--- config.mk ---
export PLATFORM = sky130hd
export DESIGN_NAME = sha256_message_hasher
export DESIGN_NICKNAME = d
export VERILOG_FILES = /design/src/rtl/sha_mh_pkg.sv /design/src/rtl/sha_mh_sched.sv /design/src/rtl/sha_mh_core.sv /design/src/rtl/sha256_message_hasher.sv
export VERILOG_INCLUDE_DIRS = /design/src /design/src/rtl
export SDC_FILE = /design/constraint.sdc
export NUM_CORES = 2
export LEC_CHECK = 0
export ABC_AREA = 1
export BUFFER_PORTS_ARGS = -buffer_cell sky130_fd_sc_hd__buf_4
export CAP_MARGIN = 0
export CORE_MARGIN = 1
export CORE_UTILIZATION = 40
export DETAILED_ROUTE_END_ITERATION = 8
export HOLD_SLACK_MARGIN = 0.12
export PLACE_DENSITY_LB_ADDON = 0.15
export SYNTH_ARGS = -nofsm -noshare
export SYNTH_HDL_FRONTEND = slang
export SYNTH_SLANG_ARGS = --single-unit
--- constraint.sdc ---
create_clock -name clock -period 40.6 [get_ports clock]
set_input_delay 2.03 -clock clock [delete_from_list [all_inputs] [get_ports clock]]
set_output_delay 2.03 -clock clock [all_outputs]
set_load 0.005 [all_outputs]
--- src/rtl/sha256_message_hasher_assert.svh ---
// Assertion macros for the SHA-256 message hasher.
// Taken in by `include; no other dependencies. Defining ASSERT_OFF empties them.
`ifndef SHA256_MESSAGE_HASHER_ASSERT_SVH
`define SHA256_MESSAGE_HASHER_ASSERT_SVH

`ifndef ASSERT_OFF

// same-cycle implication
`define SHA_ASSERT_NOW(label, clk, rst, ante, cons) \
   label: assert property (@(posedge clk) disable iff (rst) (ante) |-> (cons)) \
      else $error("sha256 hasher: same-cycle check failed");

// next-cycle implication
`define SHA_ASSERT_NEXT(label, clk, rst, ante, cons) \
   label: assert property (@(posedge clk) disable iff (rst) (ante) |=> (cons)) \
      else $error("sha256 hasher: next-cycle check failed");

`else

`define SHA_ASSERT_NOW(label, clk, rst, ante, cons)
`define SHA_ASSERT_NEXT(label, clk, rst, ante, cons)

`endif

`endif

--- src/rtl/sha_mh_pkg.sv ---
// Shared types, constants and bit functions for the SHA-256 message hasher.
// No dependencies; used by sha_mh_sched, sha_mh_core and the top level.
package sha_mh_pkg;

   localparam logic [7:0] PAD_BYTE = 8'h80;

   localparam logic [31:0] INIT_H [8] = '{
      32'h6a09e667, 32'hbb67ae85, 32'h3c6ef372, 32'ha54ff53a,
      32'h510e527f, 32'h9b05688c, 32'h1f83d9ab, 32'h5be0cd19
   };

   localparam logic [31:0] ROUND_K [64] = '{
      32'h428a2f98, 32'h71374491, 32'hb5c0fbcf, 32'he9b5dba5,
      32'h3956c25b, 32'h59f111f1, 32'h923f82a4, 32'hab1c5ed5,
      32'hd807aa98, 32'h12835b01, 32'h243185be, 32'h550c7dc3,
      32'h72be5d74, 32'h80deb1fe, 32'h9bdc06a7, 32'hc19bf174,
      32'he49b69c1, 32'hefbe4786, 32'h0fc19dc6, 32'h240ca1cc,
      32'h2de92c6f, 32'h4a7484aa, 32'h5cb0a9dc, 32'h76f988da,
      32'h983e5152, 32'ha831c66d, 32'hb00327c8, 32'hbf597fc7,
      32'hc6e00bf3, 32'hd5a79147, 32'h06ca6351, 32'h14292967,
      32'h27b70a85, 32'h2e1b2138, 32'h4d2c6dfc, 32'h53380d13,
      32'h650a7354, 32'h766a0abb, 32'h81c2c92e, 32'h92722c85,
      32'ha2bfe8a1, 32'ha81a664b, 32'hc24b8b70, 32'hc76c51a3,
      32'hd192e819, 32'hd6990624, 32'hf40e3585, 32'h106aa070,
      32'h19a4c116, 32'h1e376c08, 32'h2748774c, 32'h34b0bcb5,
      32'h391c0cb3, 32'h4ed8aa4a, 32'h5b9cca4f, 32'h682e6ff3,
      32'h748f82ee, 32'h78a5636f, 32'h84c87814, 32'h8cc70208,
      32'h90befffa, 32'ha4506ceb, 32'hbef9a3f7, 32'hc67178f2
   };

   typedef struct packed {
      logic load;   // copy chaining value into working variables
      logic round;  // one compression round
      logic fold;   // add working variables into chaining value
      logic init;   // back to initial hash words
   } core_ctrl_type;

   typedef struct packed {
      logic push;   // shift one byte into the block window
      logic step;   // advance schedule by one word
   } sched_ctrl_type;

   function automatic logic [31:0] big_sigma0(input logic [31:0] x);
      big_sigma0 = {x[1:0], x[31:2]} ^ {x[12:0], x[31:13]} ^ {x[21:0], x[31:22]};
   endfunction

   function automatic logic [31:0] big_sigma1(input logic [31:0] x);
      big_sigma1 = {x[5:0], x[31:6]} ^ {x[10:0], x[31:11]} ^ {x[24:0], x[31:25]};
   endfunction

   function automatic logic [31:0] small_sigma0(input logic [31:0] x);
      small_sigma0 = {x[6:0], x[31:7]} ^ {x[17:0], x[31:18]} ^ {3'b000, x[31:3]};
   endfunction

   function automatic logic [31:0] small_sigma1(input logic [31:0] x);
      small_sigma1 = {x[16:0], x[31:17]} ^ {x[18:0], x[31:19]} ^ {10'd0, x[31:10]};
   endfunction

endpackage

--- src/rtl/sha_mh_sched.sv ---
// Block window and message schedule: 64-byte shift line that doubles as the
// 16-word schedule window. Depends on sha_mh_pkg.
module sha_mh_sched (
   input  logic                       clock,
   input  sha_mh_pkg::sched_ctrl_type ctrl,
   input  logic [7:0]                 push_byte,
   output logic [31:0]                w_word
);
   import sha_mh_pkg::*;

   logic [511:0] win_ff;
   logic [511:0] win_in;
   logic [31:0]  next_w;

   // word 0 at the top: w[t-16]; word 1: w[t-15]; word 9: w[t-7]; word 14: w[t-2]
   assign next_w = small_sigma1(win_ff[63:32]) + win_ff[223:192]
                 + small_sigma0(win_ff[479:448]) + win_ff[511:480];
   assign w_word = win_ff[511:480];

   always_comb begin
      win_in = win_ff;
      if (ctrl.push) begin
         win_in = {win_ff[503:0], push_byte};
      end else if (ctrl.step) begin
         win_in = {win_ff[479:0], next_w};
      end
   end

   always_ff @(posedge clock) begin
      win_ff <= win_in;
   end

endmodule

--- src/rtl/sha_mh_core.sv ---
// Compression unit: working variables a..h, one round a cycle, and the
// chaining value with its fold adders. Depends on sha_mh_pkg.
module sha_mh_core (
   input  logic                      clock,
   input  logic                      reset,
   input  sha_mh_pkg::core_ctrl_type ctrl,
   input  logic [31:0]               k_word,
   input  logic [31:0]               w_word,
   input  logic [2:0]                rd_index,
   output logic [31:0]               rd_word
);
   import sha_mh_pkg::*;

   logic [31:0] h_ff [8];
   logic [31:0] h_in [8];
   logic [31:0] v_ff [8];
   logic [31:0] v_in [8];
   logic [31:0] t1;
   logic [31:0] t2;
   logic [31:0] ch;
   logic [31:0] maj;

   assign ch  = (v_ff[4] & v_ff[5]) ^ (~v_ff[4] & v_ff[6]);
   assign maj = (v_ff[0] & v_ff[1]) ^ (v_ff[0] & v_ff[2]) ^ (v_ff[1] & v_ff[2]);
   assign t1  = v_ff[7] + big_sigma1(v_ff[4]) + ch + k_word + w_word;
   assign t2  = big_sigma0(v_ff[0]) + maj;

   assign rd_word = h_ff[rd_index];

   always_comb begin
      v_in = v_ff;
      h_in = h_ff;
      if (ctrl.load) begin
         v_in = h_ff;
      end else if (ctrl.round) begin
         v_in[7] = v_ff[6];
         v_in[6] = v_ff[5];
         v_in[5] = v_ff[4];
         v_in[4] = v_ff[3] + t1;
         v_in[3] = v_ff[2];
         v_in[2] = v_ff[1];
         v_in[1] = v_ff[0];
         v_in[0] = t1 + t2;
      end
      if (ctrl.init) begin
         h_in = INIT_H;
      end else if (ctrl.fold) begin
         for (int i = 0; i < 8; i++) begin
            h_in[i] = h_ff[i] + v_ff[i];
         end
      end
   end

   always_ff @(posedge clock) begin
      v_ff <= v_in;
   end

   always_ff @(posedge clock) begin
      if (reset) begin
         h_ff <= INIT_H;
      end else begin
         h_ff <= h_in;
      end
   end

endmodule

--- src/rtl/sha256_message_hasher.sv ---
// SHA-256 message hasher top level: request FSM, padding, length count, digest out.
// Flow: a byte that leaves the block short and ends no message is taken with no stall;
// the 64th byte of a block stalls requests through 64 rounds on the shared round unit
// and one fold. A last request adds pad bytes to the block end and a compression,
// another padded block and compression when the length spills, then 8 digest words.
// Reset (sync, active high) restores the initial hash; needs sha_mh_pkg, sched, core.
`include "sha256_message_hasher_assert.svh"

module sha256_message_hasher (
   input  logic        clock,
   input  logic        reset,
   // request channel
   input  logic        req_valid,
   output logic        req_stall,
   input  logic [7:0]  req_data_byte,
   input  logic        req_byte_valid,
   input  logic        req_last_of_message,
   // digest channel
   output logic        rsp_valid,
   input  logic        rsp_stall,
   output logic [31:0] rsp_digest_word,
   output logic [2:0]  rsp_word_index,
   output logic        rsp_last_word
);
   import sha_mh_pkg::*;

   // one-hot sequencer
   typedef enum logic [4:0] {
      ST_IDLE = 5'b00001,  // taking request bytes
      ST_COMP = 5'b00010,  // 64 rounds
      ST_FOLD = 5'b00100,  // chaining value += working variables
      ST_PAD  = 5'b01000,  // pad byte, zeros, length, one byte a cycle
      ST_EMIT = 5'b10000   // eight digest words
   } state_type;

   // where to go once a block is folded in
   typedef enum logic [1:0] {
      RET_IDLE = 2'b00,
      RET_PAD  = 2'b01,
      RET_EMIT = 2'b10
   } ret_type;

   localparam logic [5:0] FILL_FULL = 6'd63;  // last slot of the block
   localparam logic [5:0] LEN_START = 6'd56;  // first slot of the length field
   localparam logic [2:0] WORD_LAST = 3'd7;

   state_type      state_ff, state_in;
   ret_type        ret_ff, ret_in;
   logic [5:0]     fill_ff, fill_in;     // bytes held in the window
   logic [5:0]     rcnt_ff, rcnt_in;     // round counter
   logic [2:0]     idx_ff, idx_in;       // digest word being offered
   logic [63:0]    bits_ff, bits_in;     // message length in bits, wraps mod 2^64
   logic           mark_ff, mark_in;     // pad byte already placed
   logic           len_ok_ff, len_ok_in; // this block carries the length field

   logic           req_accept;
   logic           rsp_accept;
   logic [7:0]     push_byte;
   logic [7:0]     len_byte;
   logic [31:0]    w_word;
   logic           msg_clear;            // idle with no length or bytes held
   core_ctrl_type  core_ctrl;
   sched_ctrl_type sched_ctrl;

   assign req_stall  = (state_ff != ST_IDLE);
   assign req_accept = req_valid && !req_stall;
   assign rsp_valid  = (state_ff == ST_EMIT);
   assign rsp_accept = rsp_valid && !rsp_stall;

   assign rsp_word_index = idx_ff;
   assign rsp_last_word  = (idx_ff == WORD_LAST);

   assign msg_clear = (bits_ff == 64'd0) && (fill_ff == 6'd0) && (state_ff == ST_IDLE);

   // length bytes go out big-endian: slot 56 takes bits 63:56
   assign len_byte = bits_ff[8 * (7 - int'(fill_ff[2:0])) +: 8];

   always_comb begin
      state_in   = state_ff;
      ret_in     = ret_ff;
      fill_in    = fill_ff;
      rcnt_in    = rcnt_ff;
      idx_in     = idx_ff;
      bits_in    = bits_ff;
      mark_in    = mark_ff;
      len_ok_in  = len_ok_ff;
      push_byte  = req_data_byte;
      sched_ctrl = '0;
      core_ctrl  = '0;

      case (state_ff)
         ST_IDLE: begin
            if (req_accept) begin
               if (req_byte_valid) begin
                  sched_ctrl.push = 1'b1;
                  bits_in         = bits_ff + 64'd8;
                  fill_in         = fill_ff + 6'd1;
                  if (fill_ff == FILL_FULL) begin
                     // block full: compress now, pad afterwards if this was the end
                     core_ctrl.load = 1'b1;
                     state_in       = ST_COMP;
                     ret_in         = req_last_of_message ? RET_PAD : RET_IDLE;
                  end else if (req_last_of_message) begin
                     state_in = ST_PAD;
                  end
               end else if (req_last_of_message) begin
                  state_in = ST_PAD;
               end
            end
         end

         ST_PAD: begin
            sched_ctrl.push = 1'b1;
            fill_in         = fill_ff + 6'd1;
            if (!mark_ff) begin
               push_byte = PAD_BYTE;
               mark_in   = 1'b1;
               // length fits only if the pad byte lands before the length field
               if (fill_ff < LEN_START) begin
                  len_ok_in = 1'b1;
               end
            end else if (len_ok_ff && fill_ff >= LEN_START) begin
               push_byte = len_byte;
            end else begin
               push_byte = 8'h00;
            end
            if (fill_ff == FILL_FULL) begin
               core_ctrl.load = 1'b1;
               state_in       = ST_COMP;
               ret_in         = len_ok_ff ? RET_EMIT : RET_PAD;
            end
         end

         ST_COMP: begin
            core_ctrl.round = 1'b1;
            sched_ctrl.step = 1'b1;
            rcnt_in         = rcnt_ff + 6'd1;
            if (rcnt_ff == FILL_FULL) begin
               state_in = ST_FOLD;
            end
         end

         ST_FOLD: begin
            core_ctrl.fold = 1'b1;
            case (ret_ff)
               RET_PAD: begin
                  // next block: pad byte if not yet placed, zeros, then the length
                  len_ok_in = 1'b1;
                  state_in  = ST_PAD;
               end
               RET_EMIT: begin
                  idx_in   = '0;
                  state_in = ST_EMIT;
               end
               default: begin
                  state_in = ST_IDLE;
               end
            endcase
         end

         ST_EMIT: begin
            if (rsp_accept) begin
               idx_in = idx_ff + 3'd1;
               if (idx_ff == WORD_LAST) begin
                  core_ctrl.init = 1'b1;
                  bits_in        = '0;
                  fill_in        = '0;
                  mark_in        = 1'b0;
                  len_ok_in      = 1'b0;
                  state_in       = ST_IDLE;
               end
            end
         end

         default: begin
            state_in = ST_IDLE;
         end
      endcase
   end

   always_ff @(posedge clock) begin
      if (reset) begin
         state_ff  <= ST_IDLE;
         ret_ff    <= RET_IDLE;
         fill_ff   <= '0;
         rcnt_ff   <= '0;
         idx_ff    <= '0;
         bits_ff   <= '0;
         mark_ff   <= 1'b0;
         len_ok_ff <= 1'b0;
      end else begin
         state_ff  <= state_in;
         ret_ff    <= ret_in;
         fill_ff   <= fill_in;
         rcnt_ff   <= rcnt_in;
         idx_ff    <= idx_in;
         bits_ff   <= bits_in;
         mark_ff   <= mark_in;
         len_ok_ff <= len_ok_in;
      end
   end

   sha_mh_sched u_sched (
      .clock     (clock),
      .ctrl      (sched_ctrl),
      .push_byte (push_byte),
      .w_word    (w_word)
   );

   sha_mh_core u_core (
      .clock    (clock),
      .reset    (reset),
      .ctrl     (core_ctrl),
      .k_word   (ROUND_K[rcnt_ff]),
      .w_word   (w_word),
      .rd_index (idx_ff),
      .rd_word  (rsp_digest_word)
   );

   // no request taken while the digest is on offer
   `SHA_ASSERT_NOW(a_emit_blocks_req, clock, reset, rsp_valid, req_stall)
   // round counter only moves inside the compression run
   `SHA_ASSERT_NOW(a_rcnt_in_comp, clock, reset, rcnt_ff != 6'd0, state_ff == ST_COMP)
   // after the final word the length and fill start again from zero
   `SHA_ASSERT_NEXT(a_clear_after_digest, clock, reset, rsp_accept && rsp_last_word, msg_clear)

endmodule
==> metrics.csv <==
metric,value,unit
Post-synth EDFFs,768,
clock sinks,1109,
Die X,455,microns
"Clk Latency, worst-skew pair",840,ps
"area leader, netlist",edfxtp_1,
vias in the first global route,72200,
critical path startpoint category,flop,
wire length per cell,26.5,microns
Fin. Hold Viols,0,
Worst Path Required,41130,ps
Netlist Area Pre-Place,0.0821,sq mm
core area,0.203,sq mm
synth top area cells,"edfxtp_1 (28%), nand2_1 (16%), dfxtp_1 (8.3%)",
H-tree depth,4,
Die Area,0.207,sq mm
global route total overflow,0,
endpoint class of the critical path,flop,
IO Pins,52,
dpl hpwl,287000,microns
average cell area after synthesis,7.35,sq um
fill count,21100,
Synth top cells by count,"nand2_1 (3415), inv_1 (1292), a21oi_1 (900)",
peak per-stage delay on the critical path,730,ps
vias per inst,5.70,
final setup vio count,0,
CTS Buf Count,139,
Initial Util,0.404,
placed inst area,0.0848,sq mm
worst hold path class,flop to flop,
drt total wl,365000,microns
Layout area overhead,9.00,%
Fin Hold WS,477,ps
register area share after synthesis,0.364,
CP max FO,13,
Max clock buf depth,3,
Routability Congestion,1.04,
CTS tree,done,
"Design Area, Final",0.0895,sq mm
Final Max Slew Viols,4,
routed vias,78600,
relative slew slack,-0.0635,
GRT Total Usage,0.343,
setup TNS,0,ps
layout cells sized above 1,0.0394,
residual DRC count,0,
"count leader, synth",nand2_1,
first-pass GRT wire length,514000,microns
Final Util,0.440,
Mapped Cells,11200,
post-CTS sizing,0,
fmax,117,MHz
PortBufs,51,
setup bufs post-CTS,0,
placement row count,165,
Setup Skew,70.6,ps
initial antenna violation count,13,
status,finished with violations,
Syn. warnings,0,
"Max stage delay cell, worst path",dfxtp_1,
largest net degree at the start of global routing,217,
nets@finish,11600,
Synth Flop Type,edfxtp_1,
drt initial violations,9950,
crit share post-route,0.211,
CP arrival,9100,ps
Crit Path Category,flop to flop,
post-layout min period,8570,ps
"Net Count, Synth",11800,
Clock transition at path regs,60,ps
fraction of registers with async set/reset,0,
#FFs+latches synth,1109,
r2r setup slk,32030,ps
Worst-Margin Slew,1580,ps
Max-Cap Viols,3,
CTS root buffer,clkbuf_16,
Cell variety after synth,67,
cts hold-fix bufs,0,
post-synth top area share,0.281,
RSZ-0062 raised after global routing,no,
"antenna viol nets, final",0,
first-pass detailed-route iteration total,6,
die height,455,microns
failing checks,"max-capacitance violations, max-slew violations",
==> cell type report <==
type,instances,area [sq um],area share
repair buffers,150,1150,0.0129
well taps,2672,3340,0.0374
multi-input cells,8295,45500,0.508
flip-flops and latches,1109,29900,0.334
clock inverters,83,965,0.0108
clock buffers,173,3710,0.0414
diodes,6,15.0,0.000168
inverters,1304,4920,0.0550
==> cells by family after synthesis <==
logic type	Yosys count	synth area share
and+or+nand+nor	5021	0.247
AOI/OAI and AO/OA	2235	0.149
buffers and inverters	1763	0.0825
DFF	1109	0.364
adders and majority gates	629	0.113
xor gates and xnor gates	402	0.0429
muxes	8	0.000976
==> through the flow <==
stage	instances	setup slack, ps
after global placement	13500	32080
after CTS	13800	32260
final	13800	32030
after detailed placement	13500	32310
after global routing	13800	31610
after floorplan	11200	25690
==> worst max-delay path, delay by kind of cell (launching register included) <==
| family | cells | cell delay (ps) |
|---|---|---|
| DFF | 1 | 730 |
| buffers and inverters | 6 | 910 |
| AOI/OAI and AO/OA | 9 | 2100 |
| adders and majority gates | 5 | 2500 |
| and+or+nand+nor | 10 | 1700 |
| xor gates and xnor gates | 2 | 300 |
==> flip-flops by register name, summed over array words and instances (netlist names) <==
name,flops
u_core.v_ff,256
mark_ff,1
u_core.h_ff,256
ret_ff,2
fill_ff,6
len_ok_ff,1
bits_ff,61
state_ff,5
rsp_word_index,3
u_sched.win_ff,512
rcnt_ff,6
==> layer usage <==
metal,up-vias,wire length (microns),part of all wire,GRT usage
li1,36500,-,-,-
met1,38200,172000,0.47,0.520
met2,3472,143000,0.39,0.469
met3,447,39400,0.11,0.0979
met4,2,10000,0.027,0.0883
met5,-,124,0.00034,0.00437
==> final timing paths <==
path | start | endpoint | depth (start not counted)
max | rcnt_ff[0] | u_core.v_ff[246] | 32
min | mark_ff | mark_ff | 2
max reg2reg | rcnt_ff[0] | u_core.v_ff[246] | 32
min reg2reg | mark_ff | mark_ff | 2
==> cell usage in the layout (no fill, tap or decap), drive strengths merged, types with 13 or more instances in the layout <==
cell	count
o21ai	912
fa	197
inv	1311
ha	412
a21boi	30
xor2	238
nor2	780
nand2	3416
o21bai	67
o211ai	79
o221ai	13
a21o	41
dfxtp	341
a31oi	60
nor3	126
buf	150
a211oi	23
a21oi	900
nand4	116
nand3	491
xnor2	164
maj3	20
nand3b	33
clkinv	56
edfxtp	768
a221oi	24
or2	30
o21a	24
clkbuf	173
Power is not shown: default switching activity piles up to over one toggle a cycle in this logic, so the estimate is an artifact.
